[config.mk]
export PLATFORM = sky130hd
export DESIGN_NAME = base64_stream_decoder
export DESIGN_NICKNAME = d
export VERILOG_FILES = /design/src/rtl/b64d_pkg.sv /design/src/rtl/b64d_fifo.sv /design/src/rtl/b64d_front.sv /design/src/rtl/b64d_back.sv /design/src/rtl/base64_stream_decoder.sv
export VERILOG_INCLUDE_DIRS = /design/src /design/src/rtl
export SDC_FILE = /design/constraint.sdc
export NUM_CORES = 1
export LEC_CHECK = 0
export ABC_AREA = 1
export BUFFER_PORTS_ARGS = -buffer_cell sky130_fd_sc_hd__buf_2
export CAP_MARGIN = 20
export CORE_UTILIZATION = 40
export CTS_BUF_LIST = sky130_fd_sc_hd__clkbuf_16
export DETAILED_ROUTE_END_ITERATION = 8
export PLACE_DENSITY_LB_ADDON = 0.05
export SYNTH_ARGS = -nofsm -noshare
export SYNTH_HDL_FRONTEND = slang
export SYNTH_SLANG_ARGS = --single-unit
[constraint.sdc]
create_clock -name i_clk -period 3.65 [get_ports i_clk]
set_input_delay 1.095 -clock i_clk [delete_from_list [all_inputs] [get_ports i_clk]]
set_output_delay 1.095 -clock i_clk [all_outputs]
set_load 0.01 [all_outputs]
[src/rtl/assert_macros.svh]
// Assertion helpers for the RTL.
`ifndef ASSERT_MACROS_SVH
`define ASSERT_MACROS_SVH

`ifndef SYNTH

`define B64D_ASSERT(lbl, clk, rst_n, prop, msg) \
    lbl: assert property (@(posedge clk) disable iff (!rst_n) prop) else $error(msg);

`define B64D_NEVER(lbl, clk, rst_n, expr, msg) \
    lbl: assert property (@(posedge clk) disable iff (!rst_n) !(expr)) else $error(msg);

`else

`define B64D_ASSERT(lbl, clk, rst_n, prop, msg)

`define B64D_NEVER(lbl, clk, rst_n, expr, msg)

`endif

`endif

[src/rtl/b64d_pkg.sv]
`default_nettype none

package b64d_pkg;

    localparam int COUNT_BITS_DEF = 16;
    localparam int ITEM_DEPTH_DEF = 4;
    localparam int RES_DEPTH_DEF  = 2;

    localparam int CFG_INDEX_W = 1;
    localparam int CFG_DATA_W  = 16;
    localparam int LIMIT_W     = 16;
    localparam int TOTAL_W     = 16;

    localparam logic [CFG_INDEX_W-1:0] CFG_URL_ALPHABET = 1'b0;
    localparam logic [CFG_INDEX_W-1:0] CFG_OUTPUT_LIMIT = 1'b1;

    localparam logic [LIMIT_W-1:0] LIMIT_RESET = 16'hFFFF;

    typedef enum logic [1:0] {
        ERR_NONE     = 2'd0,
        ERR_BAD_CHAR = 2'd1,
        ERR_OVERFLOW = 2'd2
    } t_err;

    // Classified character
    typedef struct packed {
        logic [5:0] sym;
        logic       is_pad;
        logic       is_bad;
        logic       last;
    } t_item;

    typedef struct packed {
        logic [7:0]         data_byte;
        logic               byte_present;
        logic               run_end;
        t_err               error_code;
        logic [TOTAL_W-1:0] byte_total;
    } t_result;

endpackage

`default_nettype wire

[src/rtl/b64d_fifo.sv]
`default_nettype none

// DEPTH must be a power of two.
module b64d_fifo #(
    parameter int WIDTH = 8,
    parameter int DEPTH = 4
) (
    input  logic             i_clk,
    input  logic             i_rst_n,
    input  logic             i_wr,
    input  logic [WIDTH-1:0] i_wdata,
    output logic             o_full,
    input  logic             i_rd,
    output logic [WIDTH-1:0] o_rdata,
    output logic             o_empty
);
    localparam int AW = (DEPTH > 1) ? $clog2(DEPTH) : 1;
    localparam int CW = $clog2(DEPTH + 1);
    localparam logic [CW-1:0] FULL_COUNT = CW'(DEPTH);

    logic [WIDTH-1:0] r_mem [DEPTH];
    logic [AW-1:0]    r_wr_ptr, n_wr_ptr;
    logic [AW-1:0]    r_rd_ptr, n_rd_ptr;
    logic [CW-1:0]    r_count, n_count;
    logic             wr_en, rd_en;

    assign o_full  = (r_count == FULL_COUNT);
    assign o_empty = (r_count == '0);
    assign wr_en   = i_wr && !o_full;
    assign rd_en   = i_rd && !o_empty;
    assign o_rdata = r_mem[r_rd_ptr];

    always_comb begin
        n_wr_ptr = wr_en ? AW'(r_wr_ptr + 1'b1) : r_wr_ptr;
        n_rd_ptr = rd_en ? AW'(r_rd_ptr + 1'b1) : r_rd_ptr;
        case ({wr_en, rd_en})
            2'b10:   n_count = CW'(r_count + 1'b1);
            2'b01:   n_count = CW'(r_count - 1'b1);
            default: n_count = r_count;
        endcase
    end

    always_ff @(posedge i_clk) begin
        if (!i_rst_n) begin
            r_wr_ptr <= '0;
            r_rd_ptr <= '0;
            r_count  <= '0;
        end else begin
            r_wr_ptr <= n_wr_ptr;
            r_rd_ptr <= n_rd_ptr;
            r_count  <= n_count;
        end
    end

    always_ff @(posedge i_clk) begin
        if (wr_en) begin
            r_mem[r_wr_ptr] <= i_wdata;
        end
    end

endmodule

`default_nettype wire

[src/rtl/b64d_front.sv]
`default_nettype none

module b64d_front (
    input  logic           i_url_alphabet,
    input  logic           i_push,
    input  logic [7:0]     i_text_char,
    input  logic           i_end_of_text,
    input  logic           i_q_full,
    output logic           o_full,
    output logic           o_q_wr,
    output b64d_pkg::t_item o_item
);
    import b64d_pkg::*;

    localparam logic [7:0] PAD_CHAR = 8'h3D;

    assign o_full = i_q_full;
    assign o_q_wr = i_push && !i_q_full;

    always_comb begin
        o_item        = '0;
        o_item.last   = i_end_of_text;
        if (i_text_char >= 8'h41 && i_text_char <= 8'h5A) begin
            o_item.sym = 6'(i_text_char - 8'h41);
        end else if (i_text_char >= 8'h61 && i_text_char <= 8'h7A) begin
            o_item.sym = 6'(i_text_char - 8'h61 + 8'd26);
        end else if (i_text_char >= 8'h30 && i_text_char <= 8'h39) begin
            o_item.sym = 6'(i_text_char - 8'h30 + 8'd52);
        end else if (i_text_char == PAD_CHAR) begin
            o_item.is_pad = 1'b1;
        end else if (i_url_alphabet && i_text_char == 8'h2D) begin
            o_item.sym = 6'd62;
        end else if (i_url_alphabet && i_text_char == 8'h5F) begin
            o_item.sym = 6'd63;
        end else if (!i_url_alphabet && i_text_char == 8'h2B) begin
            o_item.sym = 6'd62;
        end else if (!i_url_alphabet && i_text_char == 8'h2F) begin
            o_item.sym = 6'd63;
        end else begin
            o_item.is_bad = 1'b1;
        end
    end

endmodule

`default_nettype wire

[src/rtl/b64d_back.sv]
`default_nettype none
`include "assert_macros.svh"

module b64d_back #(
    parameter int COUNT_BITS = 16
) (
    input  logic                              i_clk,
    input  logic                              i_rst_n,
    input  logic [b64d_pkg::LIMIT_W-1:0]      i_output_limit,
    input  b64d_pkg::t_item                   i_item,
    input  logic                              i_item_valid,
    output logic                              o_item_pop,
    input  logic                              i_res_full,
    output logic                              o_res_wr,
    output b64d_pkg::t_result                 o_res
);
    import b64d_pkg::*;

    localparam int CMP_W = (COUNT_BITS > LIMIT_W) ? COUNT_BITS : LIMIT_W;

    logic [11:0]           r_acc, n_acc;
    logic [2:0]            r_held, n_held;
    logic                  r_pad, n_pad;
    logic [COUNT_BITS-1:0] r_bytes, n_bytes;
    logic                  r_discard, n_discard;
    logic                  r_second, n_second;

    logic        go;
    logic        do_clear;
    logic [11:0] acc_new;
    logic [3:0]  held_sum;
    logic        has_byte;
    logic [2:0]  held_new;
    logic [7:0]  byte_val;
    logic        over;

    assign go       = i_item_valid && !i_res_full;
    assign acc_new  = {r_acc[5:0], i_item.sym};
    assign held_sum = {1'b0, r_held} + 4'd6;
    assign has_byte = held_sum[3];
    assign held_new = has_byte ? 3'(held_sum - 4'd8) : held_sum[2:0];
    assign over     = (CMP_W'(r_bytes) >= CMP_W'(i_output_limit)) || (&r_bytes);

    always_comb begin
        case (held_new)
            3'd2:    byte_val = acc_new[9:2];
            3'd4:    byte_val = acc_new[11:4];
            default: byte_val = acc_new[7:0];
        endcase
    end

    always_comb begin
        n_acc      = r_acc;
        n_held     = r_held;
        n_pad      = r_pad;
        n_bytes    = r_bytes;
        n_discard  = r_discard;
        n_second   = r_second;
        do_clear   = 1'b0;
        o_item_pop = 1'b0;
        o_res_wr   = 1'b0;
        o_res      = '0;
        o_res.error_code = ERR_NONE;
        o_res.byte_total = TOTAL_W'(r_bytes);

        if (go) begin
            if (r_second) begin
                // closing request of a message whose last char gave a byte
                o_res_wr      = 1'b1;
                o_res.run_end = 1'b1;
                do_clear      = 1'b1;
                n_second      = 1'b0;
                o_item_pop    = 1'b1;
            end else if (r_discard) begin
                o_item_pop = 1'b1;
                if (i_item.last) begin
                    n_discard = 1'b0;
                    do_clear  = 1'b1;
                end
            end else if (i_item.is_pad) begin
                n_pad      = 1'b1;
                o_item_pop = 1'b1;
                if (i_item.last) begin
                    o_res_wr      = 1'b1;
                    o_res.run_end = 1'b1;
                    do_clear      = 1'b1;
                end
            end else if (i_item.is_bad || r_pad) begin
                o_res_wr         = 1'b1;
                o_res.run_end    = 1'b1;
                o_res.error_code = ERR_BAD_CHAR;
                do_clear         = 1'b1;
                n_discard        = !i_item.last;
                o_item_pop       = 1'b1;
            end else if (has_byte && over) begin
                o_res_wr         = 1'b1;
                o_res.run_end    = 1'b1;
                o_res.error_code = ERR_OVERFLOW;
                do_clear         = 1'b1;
                n_discard        = !i_item.last;
                o_item_pop       = 1'b1;
            end else begin
                n_acc  = acc_new;
                n_held = held_new;
                if (has_byte) begin
                    o_res_wr           = 1'b1;
                    o_res.data_byte    = byte_val;
                    o_res.byte_present = 1'b1;
                    o_res.byte_total   = '0;
                    n_bytes            = COUNT_BITS'(r_bytes + 1'b1);
                    if (i_item.last) begin
                        n_second = 1'b1;
                    end else begin
                        o_item_pop = 1'b1;
                    end
                end else begin
                    o_item_pop = 1'b1;
                    if (i_item.last) begin
                        o_res_wr      = 1'b1;
                        o_res.run_end = 1'b1;
                        do_clear      = 1'b1;
                    end
                end
            end
        end

        if (do_clear) begin
            n_acc   = '0;
            n_held  = '0;
            n_pad   = 1'b0;
            n_bytes = '0;
        end
    end

    always_ff @(posedge i_clk) begin
        if (!i_rst_n) begin
            r_acc     <= '0;
            r_held    <= '0;
            r_pad     <= 1'b0;
            r_bytes   <= '0;
            r_discard <= 1'b0;
            r_second  <= 1'b0;
        end else begin
            r_acc     <= n_acc;
            r_held    <= n_held;
            r_pad     <= n_pad;
            r_bytes   <= n_bytes;
            r_discard <= n_discard;
            r_second  <= n_second;
        end
    end

    `B64D_ASSERT(a_second_holds_item, i_clk, i_rst_n, r_second |-> i_item_valid, "closing request lost its item")
    `B64D_NEVER(a_second_not_discard, i_clk, i_rst_n, r_second && r_discard, "closing request while discarding")
    `B64D_NEVER(a_held_even, i_clk, i_rst_n, r_held[0], "odd bit count held")
    `B64D_ASSERT(a_byte_counts, i_clk, i_rst_n, (o_res_wr && o_res.byte_present) |=> (r_bytes == COUNT_BITS'($past(r_bytes) + 1'b1)), "byte count did not advance")

endmodule

`default_nettype wire

[src/rtl/base64_stream_decoder.sv]
// Base64 stream decoder. Takes one character per clock on the push/full side
// while not full, and returns decoded bytes plus one closing request per message
// on the pop/empty side. Characters are classified on entry and wait in an
// ITEM_DEPTH-deep queue; the decode engine retires one character per cycle while
// the result queue has room, except a message's last character when it also
// completes a byte: that one stays queued until it has yielded the byte and then
// the closing request, as the result queue takes one request per cycle. Results
// sit in a RES_DEPTH-deep queue. Configuration writes are always ready.
`default_nettype none

module base64_stream_decoder #(
    parameter int COUNT_BITS = b64d_pkg::COUNT_BITS_DEF,
    parameter int ITEM_DEPTH = b64d_pkg::ITEM_DEPTH_DEF,
    parameter int RES_DEPTH  = b64d_pkg::RES_DEPTH_DEF
) (
    input  logic                              i_clk,
    input  logic                              i_rst_n,
    input  logic                              i_cfg_valid,
    output logic                              o_cfg_ready,
    input  logic [b64d_pkg::CFG_INDEX_W-1:0]  i_cfg_index,
    input  logic [b64d_pkg::CFG_DATA_W-1:0]   i_cfg_data,
    input  logic                              i_push,
    output logic                              o_full,
    input  logic [7:0]                        i_text_char,
    input  logic                              i_end_of_text,
    output logic                              o_empty,
    input  logic                              i_pop,
    output logic [7:0]                        o_data_byte,
    output logic                              o_byte_present,
    output logic                              o_run_end,
    output logic [1:0]                        o_error_code,
    output logic [b64d_pkg::TOTAL_W-1:0]      o_byte_total
);
    import b64d_pkg::*;

    logic               r_url;
    logic [LIMIT_W-1:0] r_limit;

    t_item   fr_item, q_item;
    logic    q_wr, q_full, q_empty, q_pop;
    t_result bk_res, out_res;
    logic    res_wr, res_full;
    logic [$bits(t_item)-1:0]   q_rdata;
    logic [$bits(t_result)-1:0] res_rdata;

    assign o_cfg_ready = 1'b1;

    always_ff @(posedge i_clk) begin
        if (!i_rst_n) begin
            r_url   <= 1'b0;
            r_limit <= LIMIT_RESET;
        end else if (i_cfg_valid && o_cfg_ready) begin
            unique case (i_cfg_index)
                CFG_URL_ALPHABET: r_url   <= i_cfg_data[0];
                CFG_OUTPUT_LIMIT: r_limit <= LIMIT_W'(i_cfg_data);
                default:          r_url   <= r_url;
            endcase
        end
    end

    b64d_front u_front (
        .i_url_alphabet (r_url),
        .i_push         (i_push),
        .i_text_char    (i_text_char),
        .i_end_of_text  (i_end_of_text),
        .i_q_full       (q_full),
        .o_full         (o_full),
        .o_q_wr         (q_wr),
        .o_item         (fr_item)
    );

    b64d_fifo #(
        .WIDTH ($bits(t_item)),
        .DEPTH (ITEM_DEPTH)
    ) u_item_q (
        .i_clk   (i_clk),
        .i_rst_n (i_rst_n),
        .i_wr    (q_wr),
        .i_wdata (fr_item),
        .o_full  (q_full),
        .i_rd    (q_pop),
        .o_rdata (q_rdata),
        .o_empty (q_empty)
    );

    assign q_item = t_item'(q_rdata);

    b64d_back #(
        .COUNT_BITS (COUNT_BITS)
    ) u_back (
        .i_clk          (i_clk),
        .i_rst_n        (i_rst_n),
        .i_output_limit (r_limit),
        .i_item         (q_item),
        .i_item_valid   (!q_empty),
        .o_item_pop     (q_pop),
        .i_res_full     (res_full),
        .o_res_wr       (res_wr),
        .o_res          (bk_res)
    );

    b64d_fifo #(
        .WIDTH ($bits(t_result)),
        .DEPTH (RES_DEPTH)
    ) u_res_q (
        .i_clk   (i_clk),
        .i_rst_n (i_rst_n),
        .i_wr    (res_wr),
        .i_wdata (bk_res),
        .o_full  (res_full),
        .i_rd    (i_pop),
        .o_rdata (res_rdata),
        .o_empty (o_empty)
    );

    assign out_res        = t_result'(res_rdata);
    assign o_data_byte    = out_res.data_byte;
    assign o_byte_present = out_res.byte_present;
    assign o_run_end      = out_res.run_end;
    assign o_error_code   = out_res.error_code;
    assign o_byte_total   = out_res.byte_total;

endmodule

`default_nettype wire

==> impl_results.md, run 1 <==
* Final hold vios at 0
* CTS tree: yes
* GRT Util Overall at between 10% and 20%
* ANT nets after route at 0
* Power density cells at about 730 nW/µm²
* I/O pins at 62
* Leakage at 3.50 nW
* Final Max Slew Viols at 0
* Critical path class: reg2reg
* # fillers at between 1500 and 2000
* H-tree Lvls at 4
* Endpoints failing setup at 0
* Vias at 5300
* Antenna Diode Count at 0
* Yosys warns at 0
* Worst hold endpoint: u_res_q.r_rd_ptr$_SDFFE_PN0P_
* Worst r2r dst: u_item_q.r_count[2]$_SDFFE_PN0P_
* Avg WL per Cell at ~14 µm
* Outcome: complete, but fails checks
* CP Max Fanout at 5
* Post-CTS Setup Inserts at 0
* Worst hold start: u_res_q.r_rd_ptr$_SDFFE_PN0P_
* Inst Count DP at between 1000 and 1500
* Reg2Reg Depth at 16
* Initial core utilization at 41.1%
* Max_cap viols at 0
* Initial antenna violation count at 0
* Clk sinks at 150
* Critical Path End Type: register
* DP Wirelength at 11100 µm
* Synth async-reset ratio at 0%
* Final TNS setup at 0 ns
* Post_cts resized at 0
* Detailed Route WL at about 15000 µm
* Final global-route overflow total at 0
* Maximum clock path buffer count at 2
* Post-synth EDFFs at 92
* Crit path required time at between 3 and 4 ns
* Nets at between 800 and 900
* Drt pass-1 iters at 7
* Clock-pin slew on the worst setup and hold paths at 0.06 ns
* Seq/Total Area, Yosys at about 53%
* Hold Crit Depth at 1
* Setup crit start: u_back.r_bytes[0]$_SDFFE_PP0P_
* Syn Inst Count at roughly 770
* Mapped Nets at around 830
* First-pass GRT wire length at between 20000 and 30000 µm
* Min Tclk post-route at between 2 and 3 ns
* Hold-fix buffers, CTS at 0
* Core Region at between 15000 and 20000 µm²
* Gpl congestion at 0.929
* Worst min path class: reg2reg
* Area delta synth->final at 14.5%
* CTS root buffer: clkbuf_16
* Startpoint types: register
* Die span in y at 138 µm
* Critical R2R Launch: u_back.r_bytes[0]$_SDFFE_PP0P_
* Worst Tran Pin Value at slightly above 0.8 ns
* Finished Layout Cells at 1074
* R2r setup slk at around 0.84 ns
* Fmax at between 300 and 400 MHz
* Prevailing post-synth register cell: edfxtp_1
* DRC at 14
* Rows at between 40 and 50
* Area of the mapped netlist at between 7000 and 8000 µm²
* Max VDD drop at 0.000381 V
* Yosys cell types at 44
* DR iter-0 viols at between 200 and 300
* Largest net degree at the start of global routing at 32
* Synthesis-stage register bit count at 150
* Drt via density at 4.93
* Period Utilization, post-route at approximately 77%
* Die W at ~140 µm
* Failing checks: DRC
* WP data arrival at slightly above 3 ns
* Die area at ~19000 µm²
* Skew final at between 0.01 and 0.015 ns
* Vias in the first global route at about 5000
* Share of cells above drive strength 1 at between 20% and 30%
* CTS Buf Count at 17
* Port bufs at 60
* Unrepaired setup endpoints after global routing: false
* Rel. slew slack at 46.0%
* Clk Latency, worst-skew pair at between 0.4 and 0.5 ns
* Synth Area per Inst at 9.70 µm²
## power by group
part / switching [mW] / leakage, nW / internal (mW)
registers: 0.149 / 1.34 / 2.29
logic: 1.30 / 1.86 / 0.687
clock network: 0.697 / 0.287 / 1.08
## registers in the layout, summed over array words and instances, names as in the netlist, 3 cells and up, named ones only
| register | cells |
|---|---|
| u_back.r_bytes | 16 |
| u_res_q.r_mem | 56 |
| u_item_q.r_count | 3 |
| u_item_q.r_mem | 36 |
| u_back.r_acc | 6 |
| r_limit | 16 |
## per-layer routing
layer	GRT usage (%)	vias to the layer above	routed length [µm]
met1	24.2	2435	7980
li1	-	2728	-
met5	0	-	0
met2	24.8	119	6470
met3	3.46	18	639
met4	6.74	0	282
## layout make-up
class / count / area, µm² / share of cell area, %
Clock buffer: 17 / 425 / 4.99
Clock inverter: 15 / 176 / 2.07
Inverter: 106 / 404 / 4.75
Multi-Input combinational cell: 489 / 2940 / 34.5
Sequential cell: 150 / 3920 / 46.1
Tap cell: 229 / 287 / 3.36
Timing Repair Buffer: 68 / 360 / 4.23
## worst max-delay path by stage
stage                                             endpoint
after floorplan              u_res_q.r_mem[1][0]$_DFFE_PP_
after global placement      u_item_q.r_mem[2][8]$_DFFE_PP_
after detailed placement    u_item_q.r_mem[1][7]$_DFFE_PP_
after CTS                 u_item_q.r_count[2]$_SDFFE_PN0P_
after global routing      u_item_q.r_count[2]$_SDFFE_PN0P_
final                     u_item_q.r_count[2]$_SDFFE_PN0P_
## stage by stage
stage               hold slack [ns]  total power [mW]  util [%]  setup WS [ns]  cell area, µm²
detailed placement            0.449              4.47      43.8          0.649            7920
CTS                           0.458              6.27      47.1          0.824            8520
finish                        0.456              6.19      47.1          0.837            8520
global placement              0.437              4.43      43.8          0.826            7920
global route                  0.492              6.62      47.1          0.413            8520
floorplan                     0.426              3.93         -          0.799            7440
## critical path: stages, from the launching register on
cell and delay, ns:
dfxtp_1 0.40, ha_1 0.26, nand2_1 0.11, nor2_2 0.20, nand3_2 0.11, nor2_2 0.11
nor2_2 0.07, nand4_1 0.08, nand2_1 0.07, inv_1 0.14, ha_1 0.16, inv_1 0.07
fa_1 0.44, a21oi_1 0.14, o21ai_0 0.11, o21ai_0 0.17, a21oi_1 0.06
## cell usage in the layout (no fill, tap or decap), types with 5 or more instances in the layout
master / count
o211ai_1: 15
dfxtp_1: 58
inv_1: 103
clkbuf_16: 17
edfxtp_1: 92
buf_4: 8
mux2_2: 28
o22ai_1: 7
nor2_1: 68
a21oi_2: 11
buf_2: 60
nor3_1: 11
xor2_1: 16
a31oi_1: 5
a21oi_1: 32
nand2_1: 126
o21ai_0: 35
nor2_2: 28
nand4_1: 8
nand3_1: 33
nor4_1: 6
ha_1: 33
## synthesized netlist by cell type (all sizes together) (2+ instances only)
library cell / instances / area (µm²)
nand2: 130 / 503
inv: 104 / 395
nor2: 96 / 425
edfxtp: 92 / 2760
dfxtp: 58 / 1160
a21oi: 43 / 256
o21ai: 38 / 190
nand3: 35 / 185
ha: 33 / 413
mux2: 28 / 315
xor2: 16 / 140
o211ai: 15 / 113
nor3: 12 / 71.3
buf: 11 / 133
clkbuf: 11 / 41.3
nand4: 9 / 71.3
o22ai: 7 / 43.8
nor4: 6 / 37.5
a31oi: 5 / 31.3
o21a: 3 / 22.5
a21o: 2 / 15.0
a221oi: 2 / 17.5
a32o: 2 / 20.0
clkinv: 2 / 8.75
## logic make-up after synthesis
kind of cell	share of synthesized area, %
flip-flops	52.8
other	0.0504
AO/OA/AOI/OAI	9.96
XOR/XNOR	2.00
buffers and inverters	7.77
adder cells (fa/ha/maj)	5.82
multiplexers	4.24
AND/OR/NAND/NOR	17.4
No activity file was read; power rests on OpenSTA's default activity.
==> run 2, diff against run 1 <==
==> constraint.sdc (replaced) <==
create_clock -name i_clk -period 2.9 [get_ports i_clk]
set_input_delay 0.87 -clock i_clk [delete_from_list [all_inputs] [get_ports i_clk]]
set_output_delay 0.87 -clock i_clk [all_outputs]
set_load 0.01 [all_outputs]
==> impl_results.md, run 2 (synthesis results as in run 1) <==
* Critical path class: reg2reg (unchanged)
* I/O pins at 62 (unchanged)
* Rel. slew slack at 42.9% (was 46.0%)
* Gpl congestion at 0.910 (was 0.929)
* First-pass GRT wire length at 26100 µm (was 25400 µm)
* Initial core utilization at 41.1% (unchanged)
* Vias at 5451 (was 5300)
* Slowest CP cell: fa_1 (unchanged)
* Failing checks: DRC (unchanged)
* Skew final at 0.0101 ns (was 0.0105 ns)
* Leakage at 3.58 nW (was 3.50 nW)
* Share of cells above drive strength 1 at 23.0% (was 20.7%)
* Delay-heaviest family, CP: adder cells (unchanged)
* Final global-route overflow total at 0 (unchanged)
* Inst Count DP at 1058 (was 1042)
* CP Max Fanout at 4 (was 5)
* Port bufs at 60 (unchanged)
* Fin util at 48.1% (was 47.1%)
* CP peak stage delay at 0.45 ns (was 0.44 ns)
* Hold Slack at 0.455 ns (was 0.456 ns)
* Power density cells at 920 nW/µm² (was 727 nW/µm²)
* Clk Latency, worst-skew pair at 0.42 ns (about the same)
* DRC at 14 (unchanged)
* Final TNS setup at 0 ns (unchanged)
* Area delta synth->final at 16.9% (was 14.5%)
* Highest-count cells in the layout ignoring fill and taps: nand2_1, inv_1, edfxtp_1, nor2_1, buf_2 (unchanged)
* CTS root buffer: clkbuf_16 (unchanged)
* Die area at 19100 µm² (unchanged)
* Worst min path class: reg2reg (unchanged)
* Fmax at 371 MHz (was 356 MHz)
* Core Region at 18100 µm² (unchanged)
* Startpoint types: register (unchanged)
* Crit path buf inv count at 2 (unchanged)
* Largest registers: u_res_q.r_mem (56), u_item_q.r_mem (36) (unchanged)
* Final worst slack at 0.206 ns (was 0.837 ns)
* Die span in y at 138 µm (unchanged)
* Final Max Slew Viols at 0 (unchanged)
* Worst-path cell chain: ha_2, nand2_1, nor2_4, nand3_2, nor2_2, nor2_2, nand4_1, nand2_1, inv_1, ha_1, inv_1, fa_1, a21oi_2, o21ai_1, o21ai_0, a21oi_1 (was ha_1, nand2_1, nor2_2, nand3_2, nor2_2, nor2_2, nand4_1, nand2_1, inv_1, ha_1, inv_1, fa_1, a21oi_1, o21ai_0, o21ai_0, a21oi_1)
* Maximum clock path buffer count at 2 (unchanged)
* Commonest non-fill, non-tap cell in the layout: nand2_1 (unchanged)
* Avg WL per Cell at 14.5 µm (was 14.3 µm)
* # fillers at 1703 (was 1684)
* Max_cap viols at 0 (unchanged)
* Final hold vios at 0 (unchanged)
* Unrepaired setup endpoints after global routing: false (unchanged)
* Finished Layout Cells at 1090 (was 1074)
* CTS Buf Count at 17 (unchanged)
* Outcome: complete, but fails checks (unchanged)
* DR iter-0 viols at 355 (was 299)
* Clock-pin slew on the worst setup and hold paths at 0.06 ns (about the same)
* Tot Pwr at 8.00 mW (was 6.19 mW)
* Pre-CTS WS at 0.124 ns (was 0.649 ns)
* GRT Util Overall at 17.3% (was 16.9%)
* Crit path required time at 3.21 ns (was 3.95 ns)
* Rows at 49 (unchanged)
* Endpoints failing setup at 0 (unchanged)
* WP data arrival at 3.00 ns (was 3.11 ns)
* ANT nets after route at 0 (unchanged)
* H-tree Lvls at 4 (unchanged)
* Worst Tran Pin Value at 0.856 ns (was 0.810 ns)
* Drt pass-1 iters at 7 (unchanged)
* CTS tree: yes (unchanged)
* Antenna Diode Count at 0 (unchanged)
* Drt via density at 5.00 (was 4.93)
* Period Utilization, post-route at 92.9% (was 77.1%)
* Initial antenna violation count at 0 (unchanged)
* DP Wirelength at 11600 µm (was 11100 µm)
* Die W at 138 µm (unchanged)
* Largest reg by FF count: u_res_q.r_mem (unchanged)
* Critical Path End Type: register (unchanged)
* Largest net degree at the start of global routing at 32 (unchanged)
* Post-CTS Setup Inserts at 0 (unchanged)
* Min Tclk post-route at 2.69 ns (was 2.81 ns)
* Largest register FFs at 56 (unchanged)
* Vias in the first global route at 5104 (was 4989)
* Detailed Route WL at 15800 µm (was 15400 µm)
* Nets at 913 (was 897)
* Clk sinks at 150 (unchanged)
* Max VDD drop at 0.000585 V (was 0.000381 V)
* Post-route cell area at 8690 µm² (was 8520 µm²)
* Placement Cell Area at 8070 µm² (was 7920 µm²)
-- run 2: per-layer routing --
layer  vias up  global-route usage (%)  wire length (µm)
met3        17                    3.36               788
met4         0                    6.15               219
met1      2530                    24.7              8080
met5         -                       0                 0
li1       2750                       -                 -
met2       154                    26.0              6680
-- run 2: area by class of cell --
class,instances,area (µm²),area share (%)
Sequential cell,150,3930,45.2
Clock buffer,17,425,4.89
Tap cell,229,287,3.30
Inverter,106,404,4.65
Multi-Input combinational cell,489,2950,34.0
Clock inverter,15,176,2.03
Timing Repair Buffer,84,518,5.96
-- run 2: path summary, 6_finish.rpt --
path | slack [ns] | endpoint | depth (start not counted) | start
hold reg to reg | 0.46 | u_res_q.r_rd_ptr$_SDFFE_PN0P_ | 1 | u_res_q.r_rd_ptr$_SDFFE_PN0P_
hold / removal | 0.46 | u_res_q.r_rd_ptr$_SDFFE_PN0P_ | 1 | u_res_q.r_rd_ptr$_SDFFE_PN0P_
setup / recovery | 0.21 | u_item_q.r_count[2]$_SDFFE_PN0P_ | 16 | u_back.r_bytes[1]$_SDFFE_PP0P_
setup reg to reg | 0.21 | u_item_q.r_count[2]$_SDFFE_PN0P_ | 16 | u_back.r_bytes[1]$_SDFFE_PP0P_
-- run 2: timing repair --
item                                    CTS  global route
resized for setup                         0             8
endpoints found under the setup margin    0             1
hold buffers                              0             0
-- run 2: report_power, final --
group          switching, mW  total [mW]  internal [mW]
registers              0.185        3.06           2.88
clock network          0.873        2.23           1.36
logic                   1.70        2.70           1.00
total                   2.76        8.00           5.24
